File: src/sv/lhp_pkg.sv
// ----------------------------------------------------------------------------
// lhp_pkg
// Word types and field widths shared by the latency histogram core.
// ----------------------------------------------------------------------------
package lhp_pkg;

    localparam int RAW_W  = 40;
    localparam int LAT_W  = 39;
    localparam int FRAC_W = 25;
    localparam int PCT_W  = 10;
    localparam int CNT_W  = 32;
    localparam int SUM_W  = 64;
    localparam int Q_FRAC = 24;

    typedef enum logic {
        OP_SAMPLE = 1'b0,
        OP_QUERY  = 1'b1
    } t_op;

    typedef struct packed {
        t_op                      op;
        logic signed [RAW_W-1:0]  sample_ns;
        logic [FRAC_W-1:0]        fraction;
    } t_in_word;

    typedef struct packed {
        logic [PCT_W-1:0] percentile_bucket;
        logic [LAT_W-1:0] minimum_ns;
        logic [LAT_W-1:0] maximum_ns;
        logic [CNT_W-1:0] sample_count;
        logic [SUM_W-1:0] latency_sum;
        logic [CNT_W-1:0] overflow_count;
    } t_out_word;

endpackage

File: src/sv/lhp_div.sv
// ----------------------------------------------------------------------------
// lhp_div
// Bucket index by reciprocal multiplication, quotient registered in the cycle
// after start.
// ----------------------------------------------------------------------------
module lhp_div #(
    parameter int NUM_BUCKETS   = 1000,
    parameter int NS_PER_BUCKET = 1000
) (
    input  logic                           i_clk,
    input  logic                           i_rst_n,
    input  logic                           i_start,
    input  logic [lhp_pkg::LAT_W-1:0]      i_dividend,
    output logic                           o_done,
    output logic [$clog2(NUM_BUCKETS)-1:0] o_quot
);
    import lhp_pkg::*;

    localparam int QW = $clog2(NUM_BUCKETS);
    localparam longint unsigned LIMIT =
        longint'(NUM_BUCKETS) * longint'(NS_PER_BUCKET);
    localparam int DW = $clog2(LIMIT);
    localparam int KW = $clog2(NS_PER_BUCKET);
    localparam int SH = DW + KW;
    localparam int MW = DW + 1;
    localparam int PW = DW + MW;
    localparam longint unsigned RECIP =
        ((64'd1 << SH) + longint'(NS_PER_BUCKET) - 64'd1) / longint'(NS_PER_BUCKET);
    localparam logic [MW-1:0] RECIP_W = MW'(RECIP);

    logic          r_done;
    logic [QW-1:0] r_quot;
    logic [PW-1:0] product;

    assign product = PW'(i_dividend[DW-1:0]) * PW'(RECIP_W);

    always_ff @(posedge i_clk) begin
        if (!i_rst_n) begin
            r_done <= 1'b0;
        end else begin
            r_done <= i_start;
        end
    end

    always_ff @(posedge i_clk) begin
        if (i_start) begin
            r_quot <= product[SH +: QW];
        end
    end

    assign o_done = r_done;
    assign o_quot = r_quot;

endmodule

File: config.mk
export PLATFORM = sky130hd
export DESIGN_NAME = lhp_div
export DESIGN_NICKNAME = d
export VERILOG_FILES = /design/src/sv/lhp_pkg.sv /design/src/sv/lhp_div.sv
export SDC_FILE = /design/constraint.sdc
export NUM_CORES = 1
export LEC_CHECK = 0
export BUFFER_PORTS_ARGS = -buffer_cell sky130_fd_sc_hd__buf_2
export CORE_UTILIZATION = 53
export DETAILED_ROUTE_END_ITERATION = 12
export PLACE_DENSITY = 0.77
export SLEW_MARGIN = 20
export SYNTH_ARGS = -nofsm -noshare
export SYNTH_HDL_FRONTEND = slang
export SYNTH_SLANG_ARGS = --single-unit
File: constraint.sdc
create_clock -name i_clk -period 19.45 [get_ports i_clk]
set_input_delay 2.9175 -clock i_clk [delete_from_list [all_inputs] [get_ports i_clk]]
set_output_delay 2.9175 -clock i_clk [all_outputs]
set_load 0.01 [all_outputs]
Word level (Yosys, flattened, before mapping)
Index checks and enable logic that the tools add are counted.

Flip-flop bits (word level): 11. Bits of input ports: 42. Output and inout port bits: 11. Word-level logic and storage cells: 3.

Multipliers: 1.

Operator list (number): multiplier 20 x 20 -> 39 bit, second input constant (1).

Longest topological paths before layout
Depth in word-level cells: 1. Depth in mapped cells: 19. Depth with buffers taken out: 19.

Least setup slack after synthesis
No wires, ideal clock.

Path kind: input -> register. From: input port i_dividend[2] (netlist bit). To: register r_quot[9], in the netlist o_quot[9], data pin. Setup time: 0.136 ns. Arrival: 8.010 ns. Required time: 19.314 ns. Slack: 11.304 ns. Cell stages on the path: 19. Buffers on the path: 0. Path through: ha_1 -> ha_1 -> inv_1 -> fa_1 -> fa_1 -> inv_1 -> fa_1 -> fa_1 -> inv_1 -> fa_1 -> inv_1 -> ha_1 -> inv_1 -> or3_1 -> or4b_1 -> o211ai_2 -> a2111oi_2 -> or4b_1 -> nand3_1.

Longest elaborated chain between the ends: 1.

Ends and longest elaborated chain: from (decl) (RTL line lhp_div.sv:13) `input logic [lhp_pkg::LAT_W-1:0] i_dividend,`; multiplier 20 x 20 -> 39 bit (RTL line lhp_div.sv:35) `assign product = PW'(i_dividend[DW-1:0]) * PW'(RECIP_W);`; named net product[39] (RTL line lhp_div.sv:33) `logic [PW-1:0] product;`; to (signal assigned) (RTL line lhp_div.sv:47) `r_quot <= product[SH +: QW];`; to (decl) (RTL line lhp_div.sv:32) `logic [QW-1:0] r_quot;`.

The timed path passes the listed nets, and every way through them passes these cells. A chain may end at the register's enable or synchronous reset.

Final worst setup path
From: input port i_dividend[3] (netlist bit). To: register r_quot[9], in the netlist o_quot[9], data pin.

Same word-level chain as after synthesis.

==> flow_summary.ini <==
[pwr]
internal-power_uw = 379
power.switching_uw = 542
p_seq_frac = 0.045
worst_ir_drop_vdd_v = 0.000115
clkPwrFrac = 0.025
combPwrFrac = 0.930
netSwitchingFraction = 0.588
p_leak_uw = 0.00351
power_density_nw_per_um2 = 149

[synth]
syn_inst = 613
synth.yosys.seq_area_share = 0.0551
synthAdderAreaFrac = 0.657
synth_async_sr_flop_share = 0
avgSynthCellArea_um2 = 9.48
yosysTopAreaCell = ha_1
ys_types = 45
synth_nets = 909
synthXorXnorAreaFrac = 0.0136
synth_mux_area_frac = 0.00172
synth_edf_count = 10
yosys_warnings = 0
ys_ff_latch = 11
synth_top_family_by_area = adder cells
synth.top_cell.area_share = 0.364
yosys.area_share.simple = 0.0642
synthFlopType = edfxtp_1
syn_area_um2 = 5810
synth_compound_area_frac = 0.0919
ys_top_cells_by_area = ha_1 (36%), fa_1 (29%), inv_1 (12%), edfxtp_1 (5.2%), a21oi_1 (2.4%)

[layout]
syn_to_final_growth_pct = 6.44
fin_nets = 945
final_cells = 784
antenna_cells = 0
drive_gt1_frac = 0.0633

[clock_network]
clkTransAtPathRegs_ns = 0.05
cts-resized-gates = 0
cts_tree = built
ctsHoldBuffers = 0
clk_path_buf_depth = 2
numCtsBuffers = 3
h-tree-depth = 1
cts-root-buf = clkbuf_8
cts_setup_buffers = 0
cts_sinks = 11

[detailed_routing]
wire_per_inst_um = 17.2
wl_met1_um = 5840
drt-total-wl_um = 13500
routed-via-count = 4371
dr.max_layer_used = met4
antenna_left = 0
drtIter0Drc = 202
via_per_inst = 5.58
wl_met2_um = 6890
route.met3.wl_um = 577
post-route-drc-count = 0
firstDrtPassIters = 5

[floorplanning]
die_w_um = 107
core-area_um2 = 10500
fp.dieH_um = 107
die_area_um2 = 11400
start_util = 0.555
num_rows = 37
num_io_pins = 53

[sta]
period_minus_slack_ns = 8.57
rsz0062_at_grt = false
setup_violations = 0
whs_ns = 2.89
hold_viol_final = 0
setup-tns-final_ns = 0
timing.final.crit_share = 0.440
worst_pin_slew_ns = 0.702
maxSlewViolCount = 0
fmax_mhz = 117
relSlewSlack = 0.531

[worst_hold_path]
hp-class = in -> reg
min_path_cells = 2

[global_routing]
first_global_vias = 4842
antenna_found_initial = 0
grt_first_pass_wirelength_um = 22900
grt_usage = 0.258
grt-ovfl-total = 0
grt_start_max_net_pins = 12

[worst_setup_path]
critPathKind = in -> reg
cp-startpoint = i_dividend[3]
crit_end = o_quot[9]$_DFFE_PP_
arrival_ns = 8.68
required_ns = 19.56
cp-end-kind = register
cp_max_fo = 6
worst_setup_path_start_kind = input port

[place]
port_buffers = 33
hpwl_um = 12200
gp_congestion = 0.973
placed_cells = 780

[flow_run]
maxCapViolations = 0

[outcome]
outcome = completed
==> critical path, stage by stage <==
cell	delay, ns
buf_2	0.17
ha_1	0.30
ha_1	0.18
inv_1	0.08
fa_1	0.46
fa_1	0.54
inv_1	0.05
fa_1	0.49
fa_1	0.56
inv_1	0.08
fa_1	0.51
inv_1	0.05
ha_1	0.38
inv_1	0.05
or3_1	0.40
or4b_1	0.51
o211ai_2	0.15
a2111oi_2	0.19
or4b_1	0.53
nand3_1	0.09
==> cell type report <==
| class | instances | area (µm²) |
|---|---|---|
| fill | 880 | 4280 |
| inverter | 179 | 672 |
| multi-input combinational | 421 | 4810 |
| clock inverter | 1 | 5.00 |
| tap | 136 | 170 |
| sequential | 11 | 320 |
| clock buffer | 3 | 41.3 |
| timing repair buffer | 33 | 165 |
==> stage by stage <==
| step | total power, µW | worst slack (ns) | area [µm²] | utilization |
|---|---|---|---|---|
| after detailed placement | 880 | 10.67 | 6140 | 0.587 |
| final | 921 | 10.88 | 6190 | 0.591 |
| after global placement | 863 | 10.74 | 6140 | 0.587 |
| after global routing | 1050 | 10.67 | 6190 | 0.591 |
| after floorplan | 649 | 11.30 | 5810 | - |
| after CTS | 912 | 10.89 | 6190 | 0.591 |
==> layout by cell type, fill, tap and decap left out, drive strengths merged, types with 2 or more instances in the layout <==
cell type and n:
xnor2 4, o22ai 2, and2b 2, a31oi 4, o211ai 3, a221oi 2, fa 85, inv 179
edfxtp 10, o31ai 2, clkbuf 3, or4b 2, xor2 5, a21boi 2, nor2 8, a211oi 4
nand4 11, and3 2, nor3 6, ha 169, a21o 9, nand3 8, o21ai 19, buf 33
or3 2, and2 2, nand2 23, a21oi 28, o21bai 3
==> Yosys cell counts, types with 3 or more instances <==
cell	number
inv_1	179
ha_1	169
fa_1	85
a21oi_1	28
nand2_1	23
o21ai_0	19
nand4_1	11
edfxtp_1	10
a21o_1	9
nand3_1	8
nor2_1	8
nor3_1	6
xor2_1	5
a211oi_1	4
a31oi_1	4
xnor2_1	4
o21bai_1	3
==> power by group through the flow <==
stage	Sequential (µW)	Clock, µW	Combinational (µW)
6_report	41.1	23.2	857
5_1_grt	41.8	25.1	981
3_3_place_gp	41.2	0	821
3_5_place_dp	41.5	0	838
4_1_cts	41.1	23.6	848
2_1_floorplan	46.2	0	603
==> cell families after synthesis <==
family	Yosys count
xor gates and xnor gates	9
buffers and inverters	181
muxes	1
DFF	11
adders and majority gates	254
and+or+nand+nor	72
AOI/OAI and AO/OA	85
==> per-layer routing <==
layer / vias to the layer above / GRT usage
met3: 12 / 0.0243
met5: - / 0
li1: 2086 / -
met2: 111 / 0.468
met1: 2162 / 0.341
met4: 0 / 0.0323
==> worst min path at each step <==
stage	from	endpoint
after floorplan	i_start	o_quot[0]$_DFFE_PP_
after global placement	i_rst_n	o_done$_SDFF_PN0_
after detailed placement	i_rst_n	o_done$_SDFF_PN0_
after CTS	i_rst_n	o_done$_SDFF_PN0_
after global routing	i_rst_n	o_done$_SDFF_PN0_
final	i_rst_n	o_done$_SDFF_PN0_
==> state kept, by name, indices dropped and copies added (netlist names) <==
name,count
o_quot,10
o_done,1
Note: power is estimated with default switching activity, not from simulation.
